## src/hdl/mqufi_pkg.sv

```systemverilog
// Package for the queue bank: field widths, request kinds, shift commands, result codes and the sequencer state type.
`default_nettype none

package mqufi_pkg;

  // Width of the queue select field on the request channel
  localparam int unsigned SEL_W     = 4;
  // Widths of the result fields
  localparam int unsigned OUT_ID_W  = 16;
  localparam int unsigned OUT_LEN_W = 4;

  // Request kinds
  localparam logic REQ_ADD  = 1'b0;
  localparam logic REQ_TAKE = 1'b1;

  // Result codes
  typedef enum logic [1:0] {
    OUT_ADDED = 2'd0,
    OUT_FULL  = 2'd1,
    OUT_TAKEN = 2'd2,
    OUT_EMPTY = 2'd3
  } outcome_t;

  // Command broadcast along the row of slot cells
  typedef enum logic [1:0] {
    CMD_NONE       = 2'd0,
    CMD_APPEND     = 2'd1,
    CMD_PUSH_FRONT = 2'd2,
    CMD_POP        = 2'd3
  } cell_cmd_t;

  // Sequencer states
  typedef enum logic {
    ST_IDLE = 1'b0,
    ST_EXEC = 1'b1
  } state_t;

endpackage

`default_nettype wire

```

## src/hdl/mqufi_cell.sv

```systemverilog
// One slot position of every queue: a small memory indexed by queue, shifting with its neighbors.
`default_nettype none

module mqufi_cell
  import mqufi_pkg::*;
#(
  parameter int unsigned NUM_QUEUES  = 16,
  parameter int unsigned QUEUE_DEPTH = 8,
  parameter int unsigned ID_WIDTH    = 16,
  parameter int unsigned POS         = 0
) (
  input  wire logic                                           clk,
  input  wire logic                                           rd_en,
  input  wire logic [((NUM_QUEUES > 1) ? $clog2(NUM_QUEUES) : 1)-1:0] rd_addr,
  input  wire logic [((NUM_QUEUES > 1) ? $clog2(NUM_QUEUES) : 1)-1:0] wr_addr,
  input  wire cell_cmd_t                                      cmd,
  input  wire logic [$clog2(QUEUE_DEPTH + 1)-1:0]             len,
  input  wire logic [ID_WIDTH:0]                              new_entry,
  input  wire logic [ID_WIDTH:0]                              prev_entry,
  input  wire logic [ID_WIDTH:0]                              next_entry,
  output logic      [ID_WIDTH:0]                              entry
);

  localparam int unsigned EW = ID_WIDTH + 1;

  logic [EW-1:0] mem [NUM_QUEUES];
  logic          wr_en;
  logic [EW-1:0] wr_data;

  // Pick this position's move for the broadcast command
  always_comb begin
    wr_en   = 1'b0;
    wr_data = new_entry;
    case (cmd)
      CMD_APPEND: begin
        wr_en   = (POS == int'(len));
        wr_data = new_entry;
      end
      CMD_PUSH_FRONT: begin
        if (POS == 0) begin
          wr_en   = 1'b1;
          wr_data = new_entry;
        end else begin
          wr_en   = (POS <= int'(len));
          wr_data = prev_entry;
        end
      end
      CMD_POP: begin
        wr_en   = ((POS + 1) < int'(len));
        wr_data = next_entry;
      end
      default: begin
        wr_en   = 1'b0;
        wr_data = new_entry;
      end
    endcase
  end

  // Write the shifted or new entry
  always_ff @(posedge clk) begin
    if (wr_en) begin
      mem[wr_addr] <= wr_data;
    end
  end

  // Read the addressed queue's slot on request accept
  always_ff @(posedge clk) begin
    if (rd_en) begin
      entry <= mem[rd_addr];
    end
  end

endmodule

`default_nettype wire

```

## src/hdl/multi_queue_urgent_front_insert_unit.sv

```systemverilog
// Top level of the queue bank: request sequencer, queue counts and the row of slot cells.
//
//  channel   | handshake               | fields
//  ----------+-------------------------+--------------------------------------------------
//  request   | in_valid / in_ready     | req_type, queue_sel, entry_id, urgent
//  result    | out_valid / out_ready   | outcome, taken_id, taken_urgent, queue_length
//
// Each item is handled in steps: the selected queue's slot row and count are read on accept,
// then the execute step shifts the cells, updates the count and loads the result register.
// The result register frees the request side; a new item is taken while a result waits.
// A stalled result holds the execute step until the output register is free.
// rst is synchronous, active high, and clears the counts' valid bits and control state.
`default_nettype none

module multi_queue_urgent_front_insert_unit
  import mqufi_pkg::*;
#(
  parameter int unsigned NUM_QUEUES  = 16,
  parameter int unsigned QUEUE_DEPTH = 8,
  parameter int unsigned ID_WIDTH    = 16
) (
  input  wire logic                 clk,
  input  wire logic                 rst,
  input  wire logic                 in_valid,
  output logic                      in_ready,
  input  wire logic                 req_type,
  input  wire logic [SEL_W-1:0]     queue_sel,
  input  wire logic [15:0]          entry_id,
  input  wire logic                 urgent,
  output logic                      out_valid,
  input  wire logic                 out_ready,
  output logic [1:0]                outcome,
  output logic [OUT_ID_W-1:0]       taken_id,
  output logic                      taken_urgent,
  output logic [OUT_LEN_W-1:0]      queue_length
);

  localparam int unsigned AW = (NUM_QUEUES > 1) ? $clog2(NUM_QUEUES) : 1;
  localparam int unsigned CW = $clog2(QUEUE_DEPTH + 1);
  localparam int unsigned EW = ID_WIDTH + 1;

  state_t state, state_next;

  // Latched request
  logic                req_take;
  logic                req_urg;
  logic [ID_WIDTH-1:0] req_id;
  logic [AW-1:0]       req_addr;
  logic                req_in_range;

  // Queue counts: memory plus valid bits
  logic [CW-1:0]       cnt_mem [NUM_QUEUES];
  logic [CW-1:0]       cnt_rd;
  logic [NUM_QUEUES-1:0] cnt_valid;

  logic                in_acc;
  logic                advance;
  logic [AW-1:0]       in_addr;
  logic                in_range;
  logic [SEL_W+AW-1:0] sel_wide;
  logic [15+ID_WIDTH:0] id_wide;

  logic [CW-1:0]       len;
  logic [CW-1:0]       len_new;
  logic                cnt_we;
  cell_cmd_t           cmd;
  outcome_t            res_code;
  logic [ID_WIDTH-1:0] res_id;
  logic                res_urg;
  logic [OUT_ID_W+ID_WIDTH-1:0] res_id_wide;
  logic [OUT_LEN_W+CW-1:0]      len_wide;

  logic [EW-1:0]       row [QUEUE_DEPTH];
  logic [EW-1:0]       new_entry;

  // Decode the request fields
  assign sel_wide = {{AW{1'b0}}, queue_sel};
  assign in_addr  = sel_wide[AW-1:0];
  assign in_range = (int'(queue_sel) < NUM_QUEUES);
  assign id_wide  = {{ID_WIDTH{1'b0}}, entry_id};

  assign in_acc  = in_valid && in_ready;
  assign advance = (state == ST_EXEC) && (!out_valid || out_ready);

  // Next state
  always_comb begin
    state_next = state;
    case (state)
      ST_IDLE: begin
        if (in_valid) begin
          state_next = ST_EXEC;
        end
      end
      ST_EXEC: begin
        if (advance) begin
          state_next = ST_IDLE;
        end
      end
      default: begin
        state_next = ST_IDLE;
      end
    endcase
  end

  // Sequencer outputs
  always_comb begin
    in_ready = 1'b0;
    case (state)
      ST_IDLE: in_ready = !rst;
      ST_EXEC: in_ready = 1'b0;
      default: in_ready = 1'b0;
    endcase
  end

  always_ff @(posedge clk) begin
    if (rst) begin
      state <= ST_IDLE;
    end else begin
      state <= state_next;
    end
  end

  // Hold the request while the cells work on it
  always_ff @(posedge clk) begin
    if (in_acc) begin
      req_take     <= req_type;
      req_urg      <= urgent;
      req_id       <= id_wide[ID_WIDTH-1:0];
      req_addr     <= in_addr;
      req_in_range <= in_range;
    end
  end

  // Read the selected queue's count
  always_ff @(posedge clk) begin
    if (in_acc) begin
      cnt_rd <= cnt_mem[in_addr];
    end
  end

  // Decide the result and the shift command
  always_comb begin
    len      = (req_in_range && cnt_valid[req_addr]) ? cnt_rd : '0;
    len_new  = len;
    cnt_we   = 1'b0;
    cmd      = CMD_NONE;
    res_code = OUT_FULL;
    res_id   = '0;
    res_urg  = 1'b0;
    if (!req_in_range) begin
      res_code = (req_take == REQ_TAKE) ? OUT_EMPTY : OUT_FULL;
      len_new  = '0;
    end else if (req_take == REQ_ADD) begin
      if (len == CW'(QUEUE_DEPTH)) begin
        res_code = OUT_FULL;
      end else begin
        res_code = OUT_ADDED;
        cmd      = (req_urg && (len != '0)) ? CMD_PUSH_FRONT : CMD_APPEND;
        len_new  = CW'(len + 1'b1);
        cnt_we   = 1'b1;
      end
    end else begin
      if (len == '0) begin
        res_code = OUT_EMPTY;
      end else begin
        res_code = OUT_TAKEN;
        cmd      = CMD_POP;
        res_id   = row[0][ID_WIDTH-1:0];
        res_urg  = row[0][ID_WIDTH];
        len_new  = CW'(len - 1'b1);
        cnt_we   = 1'b1;
      end
    end
  end

  // Update the count
  always_ff @(posedge clk) begin
    if (advance && cnt_we) begin
      cnt_mem[req_addr] <= len_new;
    end
  end

  always_ff @(posedge clk) begin
    if (rst) begin
      cnt_valid <= '0;
    end else if (advance && cnt_we) begin
      cnt_valid[req_addr] <= 1'b1;
    end
  end

  // Row of slot cells, each fed by its neighbors
  assign new_entry = {req_urg, req_id};

  for (genvar k = 0; k < QUEUE_DEPTH; k++) begin : g_cell
    logic [EW-1:0] prev_e;
    logic [EW-1:0] next_e;

    if (k == 0) begin : g_first
      assign prev_e = '0;
    end else begin : g_mid_prev
      assign prev_e = row[k-1];
    end

    if (k == QUEUE_DEPTH - 1) begin : g_last
      assign next_e = '0;
    end else begin : g_mid_next
      assign next_e = row[k+1];
    end

    mqufi_cell #(
      .NUM_QUEUES  (NUM_QUEUES),
      .QUEUE_DEPTH (QUEUE_DEPTH),
      .ID_WIDTH    (ID_WIDTH),
      .POS         (k)
    ) u_cell (
      .clk        (clk),
      .rd_en      (in_acc),
      .rd_addr    (in_addr),
      .wr_addr    (req_addr),
      .cmd        (advance ? cmd : CMD_NONE),
      .len        (len),
      .new_entry  (new_entry),
      .prev_entry (prev_e),
      .next_entry (next_e),
      .entry      (row[k])
    );
  end

  // Load the result register
  assign res_id_wide = {{OUT_ID_W{1'b0}}, res_id};
  assign len_wide    = {{OUT_LEN_W{1'b0}}, len_new};

  always_ff @(posedge clk) begin
    if (rst) begin
      out_valid <= 1'b0;
    end else if (advance) begin
      out_valid <= 1'b1;
    end else if (out_ready) begin
      out_valid <= 1'b0;
    end
  end

  always_ff @(posedge clk) begin
    if (advance) begin
      outcome      <= res_code;
      taken_id     <= res_id_wide[OUT_ID_W-1:0];
      taken_urgent <= res_urg;
      queue_length <= len_wide[OUT_LEN_W-1:0];
    end
  end

`ifndef SYNTHESIS
  a_accept_starts_exec: assert property (@(posedge clk) disable iff (rst)
    in_valid && in_ready |=> state == ST_EXEC)
    else $error("accepted item did not enter execute");

  a_result_from_exec: assert property (@(posedge clk) disable iff (rst)
    $rose(out_valid) |-> $past(state) == ST_EXEC)
    else $error("result appeared without an executed item");

  a_count_bounded: assert property (@(posedge clk) disable iff (rst)
    state == ST_EXEC && req_in_range && cnt_valid[req_addr] |-> cnt_rd <= CW'(QUEUE_DEPTH))
    else $error("queue count above depth");

  a_pop_nonempty: assert property (@(posedge clk) disable iff (rst)
    advance && cmd == CMD_POP |-> len != '0)
    else $error("pop issued on an empty queue");
`endif

endmodule

`default_nettype wire

```

## config.mk

```make
export PLATFORM = sky130hd
export DESIGN_NAME = multi_queue_urgent_front_insert_unit
export DESIGN_NICKNAME = d
export VERILOG_FILES = /design/src/hdl/mqufi_pkg.sv /design/src/hdl/mqufi_cell.sv /design/src/hdl/multi_queue_urgent_front_insert_unit.sv
export SDC_FILE = /design/constraint.sdc
export NUM_CORES = 2
export LEC_CHECK = 0
export BUFFER_PORTS_ARGS = -buffer_cell sky130_fd_sc_hd__buf_2
export CORE_UTILIZATION = 59
export CTS_BUF_LIST = sky130_fd_sc_hd__clkbuf_4
export DETAILED_ROUTE_END_ITERATION = 6
export PLACE_DENSITY_LB_ADDON = 0.12
export SLEW_MARGIN = 40
export SYNTH_ARGS = -nofsm -noshare
export SYNTH_HDL_FRONTEND = slang
export SYNTH_SLANG_ARGS = --single-unit
```

## constraint.sdc

```tcl
create_clock -name clk -period 5.6 [get_ports clk]
set_input_delay 1.12 -clock clk [delete_from_list [all_inputs] [get_ports clk]]
set_output_delay 1.12 -clock clk [all_outputs]
set_load 0.05 [all_outputs]
```

==> out/qor.csv <==
stage,metric,value,unit
run_status,status,completed,
critical_path,crit_path_end_kind,register,
cts,root_buffer,clkbuf_4,
timing,fmax,192,MHz
synthesis,synth_edf_count,2425,
route,routed_wl,235000,µm
final_layout,syn2layout_area_growth,13.3,%
cts,clk_pin_slew_worst_paths,0.07,ns
final_layout,multi_input_area,20000,µm²
die,start_util,59.6,%
synthesis,synth_warnings,0,
route,vias_per_cell,6.54,
timing,period_share,92.8,%
worst_hold_path,hp-start,rst,
final_layout,regArea,73200,µm²
grt,grt_pass1_wl,332000,µm
critical_path,max_stage_delay,0.59,ns
cts,cts_resized,0,
cts,clock_sinks,2443,
power,p_leak,33.7,nW
place,dpl.cell_count,5986,
synthesis,synthFlopType,edfxtp_1,
flow_run,max_cap_viol_count,0,
synthesis,synth_seq_cells,2443,
power,vdd_drop_max,232,µV
final_layout,layout.nets,4602,
synthesis,ys_seq_area_share,78.3,%
critical_path,timing.rr.end,g_cell[6].u_cell.mem[11][5],
synthesis,synth_top_cell_by_area,edfxtp_1,
route,drt_iter0_drc,5994,
grt,antenna_found_initial,8,
worst_hold_path,whs_path_depth,2,
die,dieArea,160000,µm²
worst_hold_path,hold_class,in -> reg,
timing,finClkSkew,0.0890,ns
place,dp_hpwl,138000,µm
critical_path,crit_path_top_delay_cell,a221o_1,
route,ant_nets,0,
timing,min_period,5.20,ns
cts,clockBufferDepth,4,
critical_path,crit_path_cell_trace,and2_1 > a22oi_1 > nand4_1 > nand2_1 > and2_1 > inv_1 > ha_1 > nor2b_1 > o22ai_1 > and2_1 > o311ai_4 > nor3_4 > buf_12 > buf_4 > a221o_1,
critical_path,worst_path_most_repeated_cell,and2_1,
cts,cts-buffers-inserted,619,
place,portBuffers,50,
synthesis,yosys-top-cells-area,"edfxtp_1 (78%), mux4_2 (17%), a221o_1 (1.1%)",
timing,rsz0062_at_grt,false,
synthesis,yosysTopAreaCellShare,78.0,%
grt,grt-ovfl-total,0,
critical_path,crit_path_start_kind,register,
route,wl_per_cell,33.4,µm
die,core,157000,µm²
critical_path,rr_worst_depth,15,
timing,finalSetupViolCount,0,
timing,slew_violations,0,
route,first_pass_iters,5,
grt,grt_max_degree,92,
timing,hold_viol,0,
critical_path,critPathKind,reg -> reg,
critical_path,rrSetupSlack,0.40,ns
critical_path,path_max_fanout,91,
critical_path,cp.required,6.63,ns
route,drc,0,
synthesis,netlist_area,93400,µm²
cts,clk_latency,1.39,ns
timing,setup_tns,0,ns
synthesis,synth.distinct_cells,55,
final_layout,post-route-util,67.5,%
final_layout,fill_cells,10048,
grt,first_global_vias,46225,
synthesis,syn_area_per_cell,23.9,µm²
final_layout,fin_cells,7049,
die,io_pins,51,
synthesis,synthArstFlopShare,0,%
cts,cts_tree,yes,
die,die-width,400,µm
timing,tightest_slew,0.908,ns
cts,htree_num_levels,6,
die,rows,145,
grt,grt.total_usage,30.3,%
worst_hold_path,min_delay_worst_endpoint,out_valid,
synthesis,synth_cells,3908,
route,num_vias,46114,
final_layout,layout-drive-gt1-share,41.3,%
die,die_height,400,µm
power,power_density,349,nW/µm²
place,gp_congestion,0.857,
critical_path,reg2reg_from,req_addr[2],
synthesis,synth_nets,3938,
critical_path,arrival,6.22,ns
timing,relSlewSlack,39.4,%
-- routing by layer --
metal  up-vias  track usage (%)  part of all wire, %
met5         -                0                    0
met4         0             12.4                  3.7
met3       399             9.51                   13
met2      2876             42.8                   45
met1     24238             44.5                   39
li1      18601                -                    -
-- metrics by stage --
step / total power, mW / setup slack [ns] / hold WS (ns) / instance area (µm²)
after global placement: 22.7 / 0.365 / 0.478 / 97800
after detailed placement: 22.8 / 0.163 / 0.473 / 98000
final: 37.0 / 0.404 / 0.179 / 106000
after global routing: 38.3 / 0.138 / 0.117 / 106000
after CTS: 37.3 / 0.202 / 0.0393 / 106000
after floorplan: 22.0 / 0.732 / 0.458 / 93400
-- layout make-up --
type,instances,share of cell area (%)
timing repair buffer,283,2.39
clock inverter,155,0.924
multi-input combinational,1215,18.9
tap,2058,2.43
inverter,10,0.0355
antenna,10,0.0236
sequential,2443,69.1
clock buffer,875,6.21
-- registers in the layout (all words and copies together) (netlist names), 2 cells and up --
register and cells:
queue_length 4, outcome 2, g_cell.u_cell.mem 2176, taken_id 16
req_addr 4, cnt_valid 16, cnt_mem 64, g_cell.u_cell.entry 136
cnt_rd 4, req_id 16
-- logic make-up (layout without fill, tap and decap cells) --
| kind of cell | count (synthesis) | count (layout) | synth area share (%) |
|---|---|---|---|
| flops | 2443 | 2443 | 78.3 |
| mux | 730 | 730 | 17.1 |
| simple gates | 256 | 256 | 1.31 |
| buf+inv | 250 | 1323 | 1.10 |
| compound gates | 223 | 223 | 2.10 |
| fa+ha+maj | 4 | 4 | 0.0536 |
| xor+xnor | 2 | 2 | 0.0188 |
| other cells | 0 | 10 | 0 |
-- critical path, delay by kind of cell (launching register included) --
family | cells | cell delay (ns)
DFF | 1 | 0.57
and+or+nand+nor | 7 | 1.88
adders and majority gates | 1 | 0.35
AOI/OAI and AO/OA | 4 | 1.15
buffers and inverters | 3 | 0.90
-- power breakdown --
group	internal (mW)	total, mW	switching [mW]
Sequential	20.4	20.5	0.169
Combinational	0.698	1.88	1.18
Clock	7.80	14.6	6.77
Total	28.9	37.0	8.12
-- what timing repair did --
action / in CTS / in global routing
hold buffers: 20 / 0
buffers inserted: 0 / 3
endpoints found under the hold margin: 20 / 0
setup endpoints to repair: 0 / 791
-- cell usage in the layout (no fill, tap or decap), types with 16 or more instances in the layout --
cell type / n
clkinv_1: 114
nor3_2: 32
mux2_2: 18
buf_2: 46
mux4_2: 689
o21ba_2: 16
nor2_1: 34
buf_12: 30
and2_1: 35
nor2_4: 20
nor2b_1: 20
dlygate4sd3_1: 20
mux2i_1: 22
a21o_1: 17
a21oi_1: 22
a211oi_4: 16
clkbuf_4: 875
buf_4: 180
nor2_2: 60
nand2_1: 25
edfxtp_1: 2425
dfxtp_1: 18
a221o_1: 102
-- how the worst max path moves through the flow --
stage	startpoint	endpoint	slack, ns	depth (start not counted)
4_1_cts	req_addr[3]	g_cell[5].u_cell.mem[3][13]	0.20	15
2_1_floorplan	out_ready	g_cell[2].u_cell.mem[10][0]	0.73	10
5_1_grt	req_addr[2]	g_cell[5].u_cell.mem[7][13]	0.14	15
3_5_place_dp	req_addr[3]	g_cell[5].u_cell.mem[2][13]	0.16	15
6_report	req_addr[2]	g_cell[6].u_cell.mem[11][5]	0.40	15
3_3_place_gp	req_addr[3]	g_cell[2].u_cell.mem[5][15]	0.37	15
-- synth_stat cells, types with 2 or more instances --
| library cell | instances |
|---|---|
| o21ba_2 | 16 |
| mux2_2 | 18 |
| o32ai_1 | 2 |
| buf_1 | 55 |
| nor2_1 | 104 |
| dfxtp_1 | 18 |
| nand3_1 | 9 |
| a32o_1 | 2 |
| and2_1 | 39 |
| nand2_1 | 26 |
| ha_1 | 4 |
| xnor2_1 | 2 |
| nor4_1 | 2 |
| clkbuf_1 | 143 |
| mux2i_1 | 23 |
| nand2b_1 | 2 |
| nor2b_1 | 20 |
| a21o_1 | 17 |
| a21oi_1 | 26 |
| inv_1 | 10 |
| buf_6 | 5 |
| a211oi_1 | 28 |
| a22oi_1 | 2 |
| nor3_1 | 37 |
| a22o_1 | 6 |
| o21ai_0 | 4 |
| a221o_1 | 102 |
| nor2_2 | 10 |
| nand4_1 | 2 |
| o22ai_1 | 2 |
| buf_2 | 36 |
| mux4_2 | 689 |
| edfxtp_1 | 2425 |
(Power assumes the default switching activity.)
